### config.mk
export PLATFORM = sky130hd
export DESIGN_NAME = image_item_layer_splitter_unit
export DESIGN_NICKNAME = d
export VERILOG_FILES = /design/src/rtl/core/iils_pkg.sv /design/src/rtl/core/iils_front.sv /design/src/rtl/core/iils_queue.sv /design/src/rtl/core/iils_back.sv /design/src/rtl/core/image_item_layer_splitter_unit.sv
export VERILOG_INCLUDE_DIRS = /design/src /design/src/rtl/core
export SDC_FILE = /design/constraint.sdc
export NUM_CORES = 2
export LEC_CHECK = 0
export ABC_AREA = 1
export BUFFER_PORTS_ARGS = -buffer_cell sky130_fd_sc_hd__buf_2
export CAP_MARGIN = 20
export CORE_MARGIN = 4
export CORE_UTILIZATION = 55
export DETAILED_ROUTE_END_ITERATION = 10
export PLACE_DENSITY_LB_ADDON = 0.3
export SYNTH_ARGS = -nofsm -noshare
export SYNTH_HDL_FRONTEND = slang
export SYNTH_SLANG_ARGS = --single-unit
### constraint.sdc
create_clock -name i_clk -period 27.7 [get_ports i_clk]
set_clock_uncertainty 0.1 [all_clocks]
set_input_delay 2.77 -clock i_clk [delete_from_list [all_inputs] [get_ports i_clk]]
set_output_delay 2.77 -clock i_clk [all_outputs]
set_load 0.01 [all_outputs]
### src/rtl/core/image_item_layer_splitter_unit_assert.svh
// ----------------------------------------------------------------------------
// Assertion macros for the image item layer splitter
// Shared concurrent checks, clocked and held off while reset is asserted.
// ----------------------------------------------------------------------------
`ifndef IMAGE_ITEM_LAYER_SPLITTER_UNIT_ASSERT_SVH
`define IMAGE_ITEM_LAYER_SPLITTER_UNIT_ASSERT_SVH

// property must hold at every clock edge outside reset
`define IILS_ASSERT(lbl, clk, rst_n, prop, msg) \
    lbl: assert property (@(posedge clk) disable iff (!rst_n) prop) else $error(msg);

// condition must never be seen at a clock edge outside reset
`define IILS_ASSERT_NEVER(lbl, clk, rst_n, cond, msg) \
    lbl: assert property (@(posedge clk) disable iff (!rst_n) !(cond)) else $error(msg);

`endif

### src/rtl/core/iils_pkg.sv
`timescale 1ns / 1ps
// ----------------------------------------------------------------------------
// iils_pkg
// Types and constants shared by the image item layer splitter.
// ----------------------------------------------------------------------------
package iils_pkg;

    // fixed layer layout: three given sizes plus a remainder layer
    localparam int unsigned C_NUM_LAYERS = 4;
    // highest selectable layer bound when no size list is present
    localparam int unsigned C_MAX_LAYERS = 4;
    // prefix sums of three 32-bit sizes
    localparam int unsigned C_PFX_W      = 34;

    // status codes
    localparam logic [2:0] C_ST_OK     = 3'd0;
    localparam logic [2:0] C_ST_HINT   = 3'd1;
    localparam logic [2:0] C_ST_LAYER  = 3'd2;
    localparam logic [2:0] C_ST_SELECT = 3'd3;
    localparam logic [2:0] C_ST_COUNT  = 3'd4;

    // configuration register indexes
    localparam int unsigned C_CFG_IDX_W       = 2;
    localparam logic [1:0]  C_CFG_ALLOW_PROG  = 2'd0;
    localparam logic [1:0]  C_CFG_COUNT_LIMIT = 2'd1;
    localparam logic [1:0]  C_CFG_SIZE_HINT   = 2'd2;

    // input word
    typedef struct packed {
        logic [31:0] item_id;
        logic [63:0] item_size;
        logic        has_layer_sizes;
        logic [31:0] layer_size_first;
        logic [31:0] layer_size_second;
        logic [31:0] layer_size_third;
        logic        has_layer_select;
        logic [15:0] selected_layer;
    } t_item;

    // result word
    typedef struct packed {
        logic [31:0] sample_item;
        logic [63:0] sample_offset;
        logic [63:0] sample_length;
        logic [1:0]  spatial_layer;
        logic        spatial_set;
        logic        sync_sample;
        logic        decode_all_layers;
        logic        is_progressive;
        logic [2:0]  status;
        logic        last_sample;
    } t_result;

    // classified item, one queue entry; errors carry zeros but the status
    typedef struct packed {
        logic [31:0]                            item_id;
        logic [2:0]                             status;
        logic [1:0]                             spl;
        logic                                   sps;
        logic                                   all;
        logic                                   prog;
        logic [1:0]                             last_idx;
        logic [C_NUM_LAYERS-1:0][63:0]          len;
        logic [C_NUM_LAYERS-1:0][C_PFX_W-1:0]   off;
    } t_entry;

endpackage

### src/rtl/core/iils_front.sv
`timescale 1ns / 1ps
// ----------------------------------------------------------------------------
// iils_front
// Accepts items, holds the configuration and classifies each item into a
// queue entry: size hint check, layer split, selection and count checks.
// ----------------------------------------------------------------------------
module iils_front import iils_pkg::*; (
    input  logic                   i_clk,
    input  logic                   i_rst_n,
    input  logic                   i_start,
    output logic                   o_busy,
    input  t_item                  i_item,
    input  logic                   i_cfg_valid,
    input  logic [C_CFG_IDX_W-1:0] i_cfg_index,
    input  logic [63:0]            i_cfg_data,
    input  logic                   i_q_full,
    output logic                   o_push,
    output t_entry                 o_entry
);

    logic        w_accept;
    logic        r_allow_prog;
    logic [31:0] r_count_limit;
    logic [63:0] r_size_hint;

    logic                                 r_a_vld;
    t_item                                r_a_item;
    logic [C_NUM_LAYERS-1:0][C_PFX_W-1:0] r_a_pfx;
    logic                                 r_a_hint_err;

    logic [2:0][31:0] w_given;
    logic [2:0]       w_nz;
    logic [2:0]       w_ge;
    logic             w_lay_err;
    logic [2:0]       w_cnt;
    logic [C_PFX_W-1:0] w_pend;
    logic [63:0]      w_rem;
    logic [C_NUM_LAYERS-1:0][63:0] w_lay;
    logic             w_sel_err;
    logic             w_count_err;
    logic             w_prog_flag;
    logic             w_prog_mode;
    logic [63:0]      w_sel_len;
    t_entry           n_entry;

    assign o_busy   = i_q_full;
    assign w_accept = i_start && !i_q_full;

    // configuration registers and input stage valid
    always_ff @(posedge i_clk) begin
        if (!i_rst_n) begin
            r_a_vld       <= 1'b0;
            r_allow_prog  <= 1'b0;
            r_count_limit <= '0;
            r_size_hint   <= '0;
        end else begin
            r_a_vld <= w_accept;
            if (i_cfg_valid) begin
                case (i_cfg_index)
                    C_CFG_ALLOW_PROG:  r_allow_prog  <= i_cfg_data[0];
                    C_CFG_COUNT_LIMIT: r_count_limit <= i_cfg_data[31:0];
                    C_CFG_SIZE_HINT:   r_size_hint   <= i_cfg_data;
                    default: ;
                endcase
            end
        end
    end

    // input stage: capture word, prefix sums of the given sizes, hint check
    always_ff @(posedge i_clk) begin
        if (w_accept) begin
            r_a_item     <= i_item;
            r_a_pfx[0]   <= '0;
            r_a_pfx[1]   <= C_PFX_W'(i_item.layer_size_first);
            r_a_pfx[2]   <= C_PFX_W'(i_item.layer_size_first)
                          + C_PFX_W'(i_item.layer_size_second);
            r_a_pfx[3]   <= C_PFX_W'(i_item.layer_size_first)
                          + C_PFX_W'(i_item.layer_size_second)
                          + C_PFX_W'(i_item.layer_size_third);
            r_a_hint_err <= (r_size_hint != '0) && (i_item.item_size > r_size_hint);
        end
    end

    assign w_given = {r_a_item.layer_size_third, r_a_item.layer_size_second,
                      r_a_item.layer_size_first};

    // a nonzero size must stay below what remains: prefix through it < size
    always_comb begin
        for (int i = 0; i < 3; i++) begin
            w_nz[i] = (w_given[i] != '0);
            w_ge[i] = (64'(r_a_pfx[i+1]) >= r_a_item.item_size);
        end
    end

    // layer split: count of layers and where the remainder starts
    always_comb begin
        w_lay_err = 1'b0;
        w_cnt     = 3'd0;
        w_pend    = '0;
        if (r_a_item.has_layer_sizes) begin
            if (!w_nz[0]) begin
                w_cnt = 3'd1;
            end else if (w_ge[0]) begin
                w_lay_err = 1'b1;
            end else if (!w_nz[1]) begin
                w_cnt  = 3'd2;
                w_pend = r_a_pfx[1];
            end else if (w_ge[1]) begin
                w_lay_err = 1'b1;
            end else if (!w_nz[2]) begin
                w_cnt  = 3'd3;
                w_pend = r_a_pfx[2];
            end else if (w_ge[2]) begin
                w_lay_err = 1'b1;
            end else begin
                w_cnt  = 3'd4;
                w_pend = r_a_pfx[3];
            end
        end
    end

    assign w_rem = r_a_item.item_size - 64'(w_pend);

    // the last layer takes the remainder, earlier ones their given size
    always_comb begin
        for (int i = 0; i < 3; i++) begin
            w_lay[i] = (w_cnt == 3'(i + 1)) ? w_rem : 64'(w_given[i]);
        end
        w_lay[3] = w_rem;
    end

    assign w_sel_err = r_a_item.has_layer_sizes
                     ? (r_a_item.selected_layer >= 16'(w_cnt))
                     : (r_a_item.selected_layer >= 16'(C_MAX_LAYERS));
    assign w_count_err = (r_count_limit != '0) && (32'(w_cnt) > r_count_limit);
    assign w_prog_flag = r_a_item.has_layer_sizes && !r_a_item.has_layer_select;
    assign w_prog_mode = r_allow_prog && w_prog_flag;

    // prefix length up to and including the selected layer
    always_comb begin
        if (!r_a_item.has_layer_sizes
            || (r_a_item.selected_layer == 16'(w_cnt - 3'd1))) begin
            w_sel_len = r_a_item.item_size;
        end else begin
            case (r_a_item.selected_layer[1:0])
                2'd0:    w_sel_len = 64'(r_a_pfx[1]);
                2'd1:    w_sel_len = 64'(r_a_pfx[2]);
                default: w_sel_len = 64'(r_a_pfx[3]);
            endcase
        end
    end

    // build the queue entry
    always_comb begin
        n_entry = '0;
        if (r_a_hint_err) begin
            n_entry.status = C_ST_HINT;
        end else if (w_lay_err) begin
            n_entry.status = C_ST_LAYER;
        end else if (r_a_item.has_layer_select) begin
            if (w_sel_err) begin
                n_entry.status = C_ST_SELECT;
            end else begin
                n_entry.status  = C_ST_OK;
                n_entry.item_id = r_a_item.item_id;
                n_entry.len[0]  = w_sel_len;
                n_entry.spl     = r_a_item.selected_layer[1:0];
                n_entry.sps     = 1'b1;
                n_entry.all     = 1'b1;
            end
        end else if (w_prog_mode) begin
            if (w_count_err) begin
                n_entry.status = C_ST_COUNT;
            end else begin
                n_entry.status   = C_ST_OK;
                n_entry.item_id  = r_a_item.item_id;
                n_entry.len      = w_lay;
                n_entry.off      = r_a_pfx;
                n_entry.all      = 1'b1;
                n_entry.prog     = 1'b1;
                n_entry.last_idx = 2'(w_cnt - 3'd1);
            end
        end else begin
            n_entry.status  = C_ST_OK;
            n_entry.item_id = r_a_item.item_id;
            n_entry.len[0]  = r_a_item.item_size;
            n_entry.prog    = w_prog_flag;
        end
    end

    assign o_push  = r_a_vld;
    assign o_entry = n_entry;

endmodule

### src/rtl/core/iils_queue.sv
`timescale 1ns / 1ps
// ----------------------------------------------------------------------------
// iils_queue
// Short entry queue between front and back. Full is raised early enough to
// cover the word still in the front stage.
// ----------------------------------------------------------------------------
`include "image_item_layer_splitter_unit_assert.svh"
module iils_queue import iils_pkg::*; #(
    parameter int unsigned DEPTH = 4
) (
    input  logic   i_clk,
    input  logic   i_rst_n,
    input  logic   i_push,
    input  t_entry i_entry,
    input  logic   i_pop,
    output t_entry o_head,
    output logic   o_empty,
    output logic   o_full
);

    localparam int unsigned PTR_W = $clog2(DEPTH);
    localparam int unsigned CNT_W = $clog2(DEPTH + 1);

    t_entry             r_mem [DEPTH];
    logic [PTR_W-1:0]   r_wr;
    logic [PTR_W-1:0]   r_rd;
    logic [CNT_W-1:0]   r_cnt;
    logic [PTR_W-1:0]   n_wr;
    logic [PTR_W-1:0]   n_rd;
    logic [CNT_W:0]     w_level;

    assign n_wr = (r_wr == PTR_W'(DEPTH - 1)) ? '0 : r_wr + 1'b1;
    assign n_rd = (r_rd == PTR_W'(DEPTH - 1)) ? '0 : r_rd + 1'b1;

    // level counts the entry about to be pushed
    assign w_level = {1'b0, r_cnt} + (CNT_W + 1)'(i_push);
    assign o_full  = (w_level >= (CNT_W + 1)'(DEPTH));
    assign o_empty = (r_cnt == '0);
    assign o_head  = r_mem[r_rd];

    // pointers and fill count
    always_ff @(posedge i_clk) begin
        if (!i_rst_n) begin
            r_wr  <= '0;
            r_rd  <= '0;
            r_cnt <= '0;
        end else begin
            if (i_push) begin
                r_wr <= n_wr;
            end
            if (i_pop) begin
                r_rd <= n_rd;
            end
            case ({i_push, i_pop})
                2'b10:   r_cnt <= r_cnt + 1'b1;
                2'b01:   r_cnt <= r_cnt - 1'b1;
                default: r_cnt <= r_cnt;
            endcase
        end
    end

    // storage
    always_ff @(posedge i_clk) begin
        if (i_push) begin
            r_mem[r_wr] <= i_entry;
        end
    end

    `IILS_ASSERT_NEVER(a_q_overflow, i_clk, i_rst_n, i_push && (r_cnt == CNT_W'(DEPTH)), "queue push while full")
    `IILS_ASSERT(a_q_underflow, i_clk, i_rst_n, i_pop |-> (r_cnt != '0), "queue pop while empty")

endmodule

### src/rtl/core/iils_back.sv
`timescale 1ns / 1ps
// ----------------------------------------------------------------------------
// iils_back
// Walks the head entry one sample per cycle into the output register and
// retires the entry with its last sample.
// ----------------------------------------------------------------------------
`include "image_item_layer_splitter_unit_assert.svh"
module iils_back import iils_pkg::*; (
    input  logic    i_clk,
    input  logic    i_rst_n,
    input  t_entry  i_head,
    input  logic    i_empty,
    output logic    o_pop,
    output logic    o_res_valid,
    output t_result o_result
);

    logic [1:0] r_idx;
    logic       r_out_vld;
    t_result    r_out;
    logic       w_emit;
    logic       w_last;
    t_result    n_out;

    assign w_emit = !i_empty;
    assign w_last = (r_idx == i_head.last_idx);
    assign o_pop  = w_emit && w_last;

    // sample currently addressed in the head entry
    always_comb begin
        n_out.sample_item       = i_head.item_id;
        n_out.sample_offset     = 64'(i_head.off[r_idx]);
        n_out.sample_length     = i_head.len[r_idx];
        n_out.spatial_layer     = i_head.spl;
        n_out.spatial_set       = i_head.sps;
        n_out.sync_sample       = (i_head.status == C_ST_OK) && (r_idx == 2'd0);
        n_out.decode_all_layers = i_head.all;
        n_out.is_progressive    = i_head.prog;
        n_out.status            = i_head.status;
        n_out.last_sample       = w_last;
    end

    // sample index and output strobe
    always_ff @(posedge i_clk) begin
        if (!i_rst_n) begin
            r_idx     <= '0;
            r_out_vld <= 1'b0;
        end else begin
            r_out_vld <= w_emit;
            if (o_pop) begin
                r_idx <= '0;
            end else if (w_emit) begin
                r_idx <= r_idx + 1'b1;
            end
        end
    end

    // output word
    always_ff @(posedge i_clk) begin
        if (w_emit) begin
            r_out <= n_out;
        end
    end

    assign o_res_valid = r_out_vld;
    assign o_result    = r_out;

    `IILS_ASSERT(a_bk_burst, i_clk, i_rst_n, (r_out_vld && !r_out.last_sample) |=> r_out_vld, "gap inside an item's samples")
    `IILS_ASSERT(a_bk_err_last, i_clk, i_rst_n, (r_out_vld && (r_out.status != C_ST_OK)) |-> (r_out.last_sample && (r_out.sample_length == '0)), "error result not single and empty")

endmodule

### src/rtl/core/image_item_layer_splitter_unit.sv
`timescale 1ns / 1ps
// ----------------------------------------------------------------------------
// image_item_layer_splitter_unit
// Splits image items into decode samples: front classifies, queue decouples,
// back emits one sample per cycle.
// ----------------------------------------------------------------------------
// The first result passes the input stage register, the queue and the output register.
// Throughput: the back emitter gives one result per cycle, so an item gives one
//   result per sample (one to four); single-sample items run one per cycle while busy is low.
// busy rises when the queue, counting the word in the front stage, is full.
// Reset clears the configuration to zero and empties the queue; no wait after.
// Results are strobed for one cycle and are never held off by the receiver.
module image_item_layer_splitter_unit import iils_pkg::*; #(
    parameter int unsigned QUEUE_DEPTH = 4
) (
    input  logic                   i_clk,
    input  logic                   i_rst_n,
    input  logic                   i_start,
    output logic                   o_busy,
    input  t_item                  i_item,
    input  logic                   i_cfg_valid,
    output logic                   o_cfg_ready,
    input  logic [C_CFG_IDX_W-1:0] i_cfg_index,
    input  logic [63:0]            i_cfg_data,
    output logic                   o_res_valid,
    output t_result                o_result
);

    logic   w_push;
    logic   w_pop;
    logic   w_empty;
    logic   w_full;
    t_entry w_entry;
    t_entry w_head;

    // configuration writes are always taken
    assign o_cfg_ready = 1'b1;

    iils_front u_front (
        .i_clk       (i_clk),
        .i_rst_n     (i_rst_n),
        .i_start     (i_start),
        .o_busy      (o_busy),
        .i_item      (i_item),
        .i_cfg_valid (i_cfg_valid),
        .i_cfg_index (i_cfg_index),
        .i_cfg_data  (i_cfg_data),
        .i_q_full    (w_full),
        .o_push      (w_push),
        .o_entry     (w_entry)
    );

    iils_queue #(
        .DEPTH (QUEUE_DEPTH)
    ) u_queue (
        .i_clk   (i_clk),
        .i_rst_n (i_rst_n),
        .i_push  (w_push),
        .i_entry (w_entry),
        .i_pop   (w_pop),
        .o_head  (w_head),
        .o_empty (w_empty),
        .o_full  (w_full)
    );

    iils_back u_back (
        .i_clk       (i_clk),
        .i_rst_n     (i_rst_n),
        .i_head      (w_head),
        .i_empty     (w_empty),
        .o_pop       (w_pop),
        .o_res_valid (o_res_valid),
        .o_result    (o_result)
    );

endmodule

After elaboration in Yosys (flattened, before gate mapping)
Memory sizes are Yosys's and may differ from the RTL's. A register that Yosys moved wholly into a read port is not among the register bits.
Index checks and enable logic that the tools add are counted.
Widths: inputs -> output; s select.
{"block": "totals", "ram_bits": 1736, "mem_count": 1, "output_inout_bits": 173, "wordCells": 154, "input_bits": 280, "ff_bits": 527}
{"block": "op_classes", "order_cmp": 9, "bitwise_logic": 1, "add_sub_neg": 11, "n_reduce_logical": 27, "n_mux": 63, "n_eq_ne": 12}
{"memory": "u_queue.r_mem", "depth": 4, "width": 434, "rd": 1, "rd_clocked_by_memory_dff": 1, "wr": 1, "line_no": "iils_queue.sv:24", "source": "t_entry r_mem [DEPTH];"}
{"op": "$mux 399", "n": 2}
{"op": "$mux 64", "n": 8}
{"op": "$mux 396", "n": 1}
{"op": "$mux 136", "n": 2}
{"op": "$mux 34", "n": 8}
{"op": "$mux 195", "n": 1}
{"op": "$mux 194", "n": 1}
{"op": "$bmux 64 s2", "n": 1}
{"op": "$ge 34x64->1", "n": 2}
{"op": "$mux 32", "n": 4}
{"op": "$reduce_bool 32->1", "n": 4}
{"op": "$mux 35", "n": 2}
{"op": "$bmux 34 s2", "n": 1}
{"op": "$pmux 34 s2", "n": 1}
{"op": "$ge 32x64->1", "n": 1}
{"op": "$gt 64x64->1", "n": 1}
{"op": "$reduce_bool 64->1", "n": 1}
{"op": "$sub 64x34->64", "n": 1}
{"op": "$add 34x32->34", "n": 1}
{"op": "$add 32x32->33", "n": 1}
{"op": "$mux 3", "n": 11}
{"op": "$gt 3x32->1", "n": 1}
{"op": "$eq 16x16->1", "n": 1}
{"op": "$ge 16x3->1", "n": 1}
{"op": "27 further kinds", "n": 65}

Depth between registers and ports, before layout
{"block": "logic_depth", "word_depth": 16, "mapped_depth": 40}

By module
A second synthesis with hierarchy kept.
{"block": "unflattened", "cells_unflattened": 8888, "hier_area_um2": 101066.9}
{"module": "iils_queue", "instances": 1, "cells_per_inst": 4257, "area_per_inst_um2": 64349.2, "seq_area_each_um2": 52310.2}
{"module": "iils_front", "instances": 1, "cells_per_inst": 3876, "area_per_inst_um2": 29374.4, "seq_area_each_um2": 10309.9}
{"module": "iils_back", "instances": 1, "cells_per_inst": 753, "area_per_inst_um2": 7332.0, "seq_area_each_um2": 4264.1}
{"module": "image_item_layer_splitter_unit", "instances": 1, "cells_per_inst": 2, "area_per_inst_um2": 11.3, "seq_area_each_um2": 0.0}

Worst setup path before layout
No wires, ideal clock.
{"block": "synth_timing", "kind": "input to register", "start": "input i_start", "end": "register u_front.r_a_hint_err, enable pin", "path_slack_ns": 12.440, "required_ns": 26.676, "arrival_ns": 14.237, "stages": 2, "setup_time_ns": 0.924, "cell_sequence": "inv_1 > nor2_1"}
{"block": "synth_between", "elab_chain_cells": 1}
{"item": "from (decl)", "line_no": "image_item_layer_splitter_unit.sv:18", "source": "input logic i_start,"}
{"item": "$logic_and 1x1->1", "line_no": "iils_front.sv:47", "source": "assign w_accept = i_start && !i_q_full;"}
{"item": "net u_front.w_accept", "line_no": "iils_front.sv:21", "source": "logic w_accept;"}
{"item": "to (signal assigned)", "line_no": "iils_front.sv:80", "source": "r_a_hint_err <= (r_size_hint != '0) && (i_item.item_size > r_size_hint);"}
{"item": "to (decl)", "line_no": "iils_front.sv:29", "source": "logic r_a_hint_err;"}
The timed path passes the listed nets, and every way through them passes these cells.
A chain may end at the register's enable or synchronous reset.

==> results.txt <==
Once layout is complete, the cells apart from fillers number ~11,000. The largest stage delay on the critical path came out at 0.99 ns. The complex-gate fraction of the synthesized area came out at 11.8%. The number of placed instances, taps included is between 10,000 and 15,000.

Once the clock tree was built, the resizer swapped 0 gates to a different size. After synthesis, the largest family of logic cells by area is simple AND/OR/NAND/NOR gates. Setup repair after global routing left no endpoint under its margin.

The overall global routing resource usage came out at 31.6%. After Yosys synthesis, XOR and XNOR cells account for 0.859% of the synthesized area. The transition time of the tightest slew-check pin is roughly 1.4 ns. The critical path in this run is classified as reg2reg. The worst setup slack for register-to-register paths came out at 20.32 ns. The final global-route overflow total came out at 0. The endpoint identified for the worst register-to-register timing path is u_queue.r_mem[0][180]. The via count of the first global-routing pass came out at between 60,000 and 70,000.

The proportion of power drawn by flip-flops and latches came out at about 45%. The startpoint identified for the worst register-to-register timing path is u_front.r_a_item[66]. The synthesized instance count came out at between 8,000 and 9,000. In the layout the commonest cells are 2,006 x edfxtp_1, 1,283 x nor2_1, 1,096 x nand2_1, 1,093 x o21ai_0, 485 x inv_1. The first-pass GRT wire length is between 400 and 500 mm. TritonCTS built the clock tree. The worst hold path begins at u_front.r_count_limit[30]. The run finished with clean final reports. The sink count of the clock tree is roughly 2,100.

The tightest slew margin relative to the limit is a little under a tenth. The detailed-route vias per instance came out at approximately 6. The number of synthesized register bits came out at roughly 2,100.

The most frequent standard cell in the layout excluding fill and tap cells is edfxtp_1. For this block, the routed nets add up to roughly 290 mm of wire. Counting stages on the worst path, the most repeated cell is nand2_1. The maximum frequency from static timing analysis came out at 135 MHz. Counting cells, the worst reg-to-reg path comes to 18. The maximum clock insertion buffer count is 3. The worst ir drop on vdd came out at 0.0696 mV. The share of the core filled with cells came out at 61.6%. STA puts the critical path data required time at 28.15 ns.

In this run the power density over the cells is ~84 nW/um2. The min-delay analysis places its worst path in the category reg2reg. The clock tree synthesis step divided the H-tree into 4 levels.

The die boundary height is around 420 um. The core region area is between 150,000 and 200,000 um2. The worst setup path is captured at a register. The leakage component of the power came out at a little under 40 nW. The detailed router finished its first iteration with between 9,000 and 10,000 violations. The path with the worst hold slack has its endpoint at u_front.r_count_limit[30].

Setup slack on the critical path of the routed design comes to a little over 20 ns. The tool flagged a number of max-cap violations equal to 0. Summed over all nets, the half-perimeter wirelength after detailed placement is around 190 mm. The internal portion of the total power is 6.02 mW. The highest fanout seen on the critical path is between 60 and 70. The number of cell rows came out at between 150 and 200.

From left edge to right edge, the die measures around 420 um. Compared with the post-synthesis result, the final layout area differs by 11.4%. Routability-driven placement finished with a final weighted congestion of approximately 0.95. The worst hold margin is approximately 0.37 ns. The DRC violations left is 0. The mean cell area of the mapped netlist came out at around 11 um2. The top-level port count came out at ~450. The detailed-router iteration count before antenna repair came out at 6. The number of hold violations in the final report is 0.

Once detail routing completed, the nets flagged for antenna violations numbered 0. The placement-stage worst setup slack is around 20 ns. The instance area after placement came out at between 90,000 and 100,000 um2. The final count of pins violating max slew is 0. The setup TNS after final layout is 0 ns.

The signal on the critical path passes through or2_2 -> nor4_1 -> nand4_1 -> buf_4 -> nand3_1 -> o21bai_1 -> nand2_1 -> inv_1 -> ha_1 -> inv_1 -> o21ai_0 -> a21oi_1 -> nand2_1 -> nor2_1 -> nand3_2 -> nand2_4 -> nand2_1 -> o21ai_0. The design draws ~8.9 mW. The fraction of registers with async set or reset after synthesis is 0%.

The number of CTS-inserted buffers came out at between 200 and 250. The post-CTS setup buffer count came out at 0. The fraction of final layout cells with drive strength greater than 1 is 10.8%. The switching share of power is about a third.

The portion of the post-synthesis area used by sequential elements came out at 65.9%. The clock slew seen by the registers of the worst setup and hold paths is 0.06 ns. After synthesis, the netlist uses 60 different library cells. The final-report setup violation count came out at 0. The area of the mapped netlist came out at approximately 95,000 um2. The quantity of hold-fixing buffers added after cts is 0. The dominant delay contributor by cell family on the critical path is simple AND/OR/NAND/NOR gates. The share of synthesized area spent on multiplexers is 0%. The post-synthesis adder-cell area fraction came out at 3.94%. STA classifies the critical path startpoint as a register. The combinational cell fraction of total power is between 20% and 30%. The routed length per instance is ~26 um. With fillers left out, the area of the finished cells amounts to around 110,000 um2. The critical path data arrival time came out at roughly 8 ns. The total number of vias is slightly below 70,000. The number of antenna violations at the first check in global routing is 32. The net total in the final layout came out at 9,344. The part of the cycle the worst path needs came out at 26.6%. For this configuration, the core starts out at a cell density of a little under three fifths.

The number of flops mapped to enable cells by yosys is approximately 2,000. The number of buffer cells added on primary ports is ~420. The largest net degree at the start of global routing came out at around 250.

The clock period minus worst slack came out at between 7 and 8 ns. The share of total power in the clock network is between 30 and 40%. The worst hold path was traced through 2 stages. The root buffer cell is clkbuf_16. The dominant register cell in the synthesized netlist is edfxtp_1. The floorplan step defined a die boundary enclosing between 150,000 and 200,000 um2. Summing the areas of all and, or, nand and nor instances in the mapped netlist gives 13.2% of the synthesized area. The critical path starts at u_front.r_a_item[66]. For this run, the number of Yosys warnings is 0. The critical path buffer and inverter count is 3. The clock latency on the worst-skew pair came out at 0.89 ns. The worst-path cell with the longest stage delay is nand2_4. The net switching power of the design is approximately 2.9 mW.
==> flip-flops by register name (all words and copies together), names as in the netlist, 2 cells and up, named ones only <==
signal and flops:
u_back.o_result 140, u_back.r_idx 2, u_front.r_a_item 210, u_front.r_a_pfx 67, u_front.r_count_limit 32, u_front.r_size_hint 64
u_queue.r_cnt 3, u_queue.r_mem 1588, u_queue.r_rd 2, u_queue.r_wr 2
==> area by class of cell <==
type,instances,area (um2)
diodes,10,25.0
repair buffers,511,2930
clock buffers,249,5430
inverters,510,1980
well taps,2310,2890
fillers,13500,65900
clock inverters,139,1500
flip-flops and latches,2116,62400
multi-input cells,5420,28400
==> worst min-delay path, stage by stage, from the launching register on <==
cell and delay, ns:
dfxtp_1 0.30, inv_1 0.06, a21oi_1 0.06
==> cell usage after synthesis, drive strengths merged, types with 4 or more instances <==
master / n / area, um2
o21a: 12 / 90.1
a21oi: 308 / 1540
nor4: 43 / 269
a211oi: 5 / 37.5
a221oi: 5 / 43.8
o211ai: 63 / 473
a21boi: 7 / 52.6
inv: 504 / 1900
clkbuf: 381 / 1430
o22ai: 405 / 2530
nor3b: 32 / 240
nand4: 136 / 851
nor3: 38 / 190
o31ai: 4 / 30.0
xnor2: 34 / 298
edfxtp: 2006 / 60200
buf: 104 / 764
xor2: 59 / 517
o21ai: 1101 / 5510
o21bai: 10 / 75.1
dfxtp: 110 / 2200
o221ai: 68 / 596
nand2: 1105 / 4200
ha: 292 / 3650
nand3: 222 / 1130
or2: 8 / 50.1
clkinv: 6 / 22.5
o2111ai: 5 / 43.8
fa: 4 / 80.1
nor2: 1389 / 5500
a31oi: 12 / 75.1
==> power groups by stage <==
stage	sequential [mW]	combinational (mW)	clock, mW
finish	3.98	2.04	2.86
global route	4.00	2.20	3.03
CTS	3.98	2.01	2.89
detailed placement	4.04	2.00	0
global placement	4.04	1.96	0
floorplan	4.09	1.16	0
==> worst max path at each step <==
| stage | end | slack [ns] | cells past startpoint |
|---|---|---|---|
| after global placement | u_front.r_a_pfx[135] | 19.91 | 22 |
| after global routing | u_queue.r_mem[0][180] | 20.02 | 18 |
| after CTS | u_queue.r_mem[0][180] | 20.57 | 18 |
| after detailed placement | u_front.r_a_pfx[135] | 19.85 | 22 |
| final | u_queue.r_mem[0][180] | 20.32 | 18 |
| after floorplan | u_front.r_a_hint_err | 12.44 | 2 |
==> kinds of logic (layout without fill, tap and decap cells) <==
logic type,count (synthesis),count (layout)
AND/OR/NAND/NOR,2984,2984
flip-flops,2116,2116
AO/OA/AOI/OAI,2016,2016
buffers and inverters,995,1409
adder cells (fa/ha/maj),296,296
XOR/XNOR,93,93
other,2,41
==> layer usage <==
layer	global-route usage (%)	wire length [um]
met3	7.19	31500
met4	14.5	14300
met1	43.1	113000
met2	48.6	132000
met5	0	225
No activity file was read; power rests on OpenSTA's default activity.
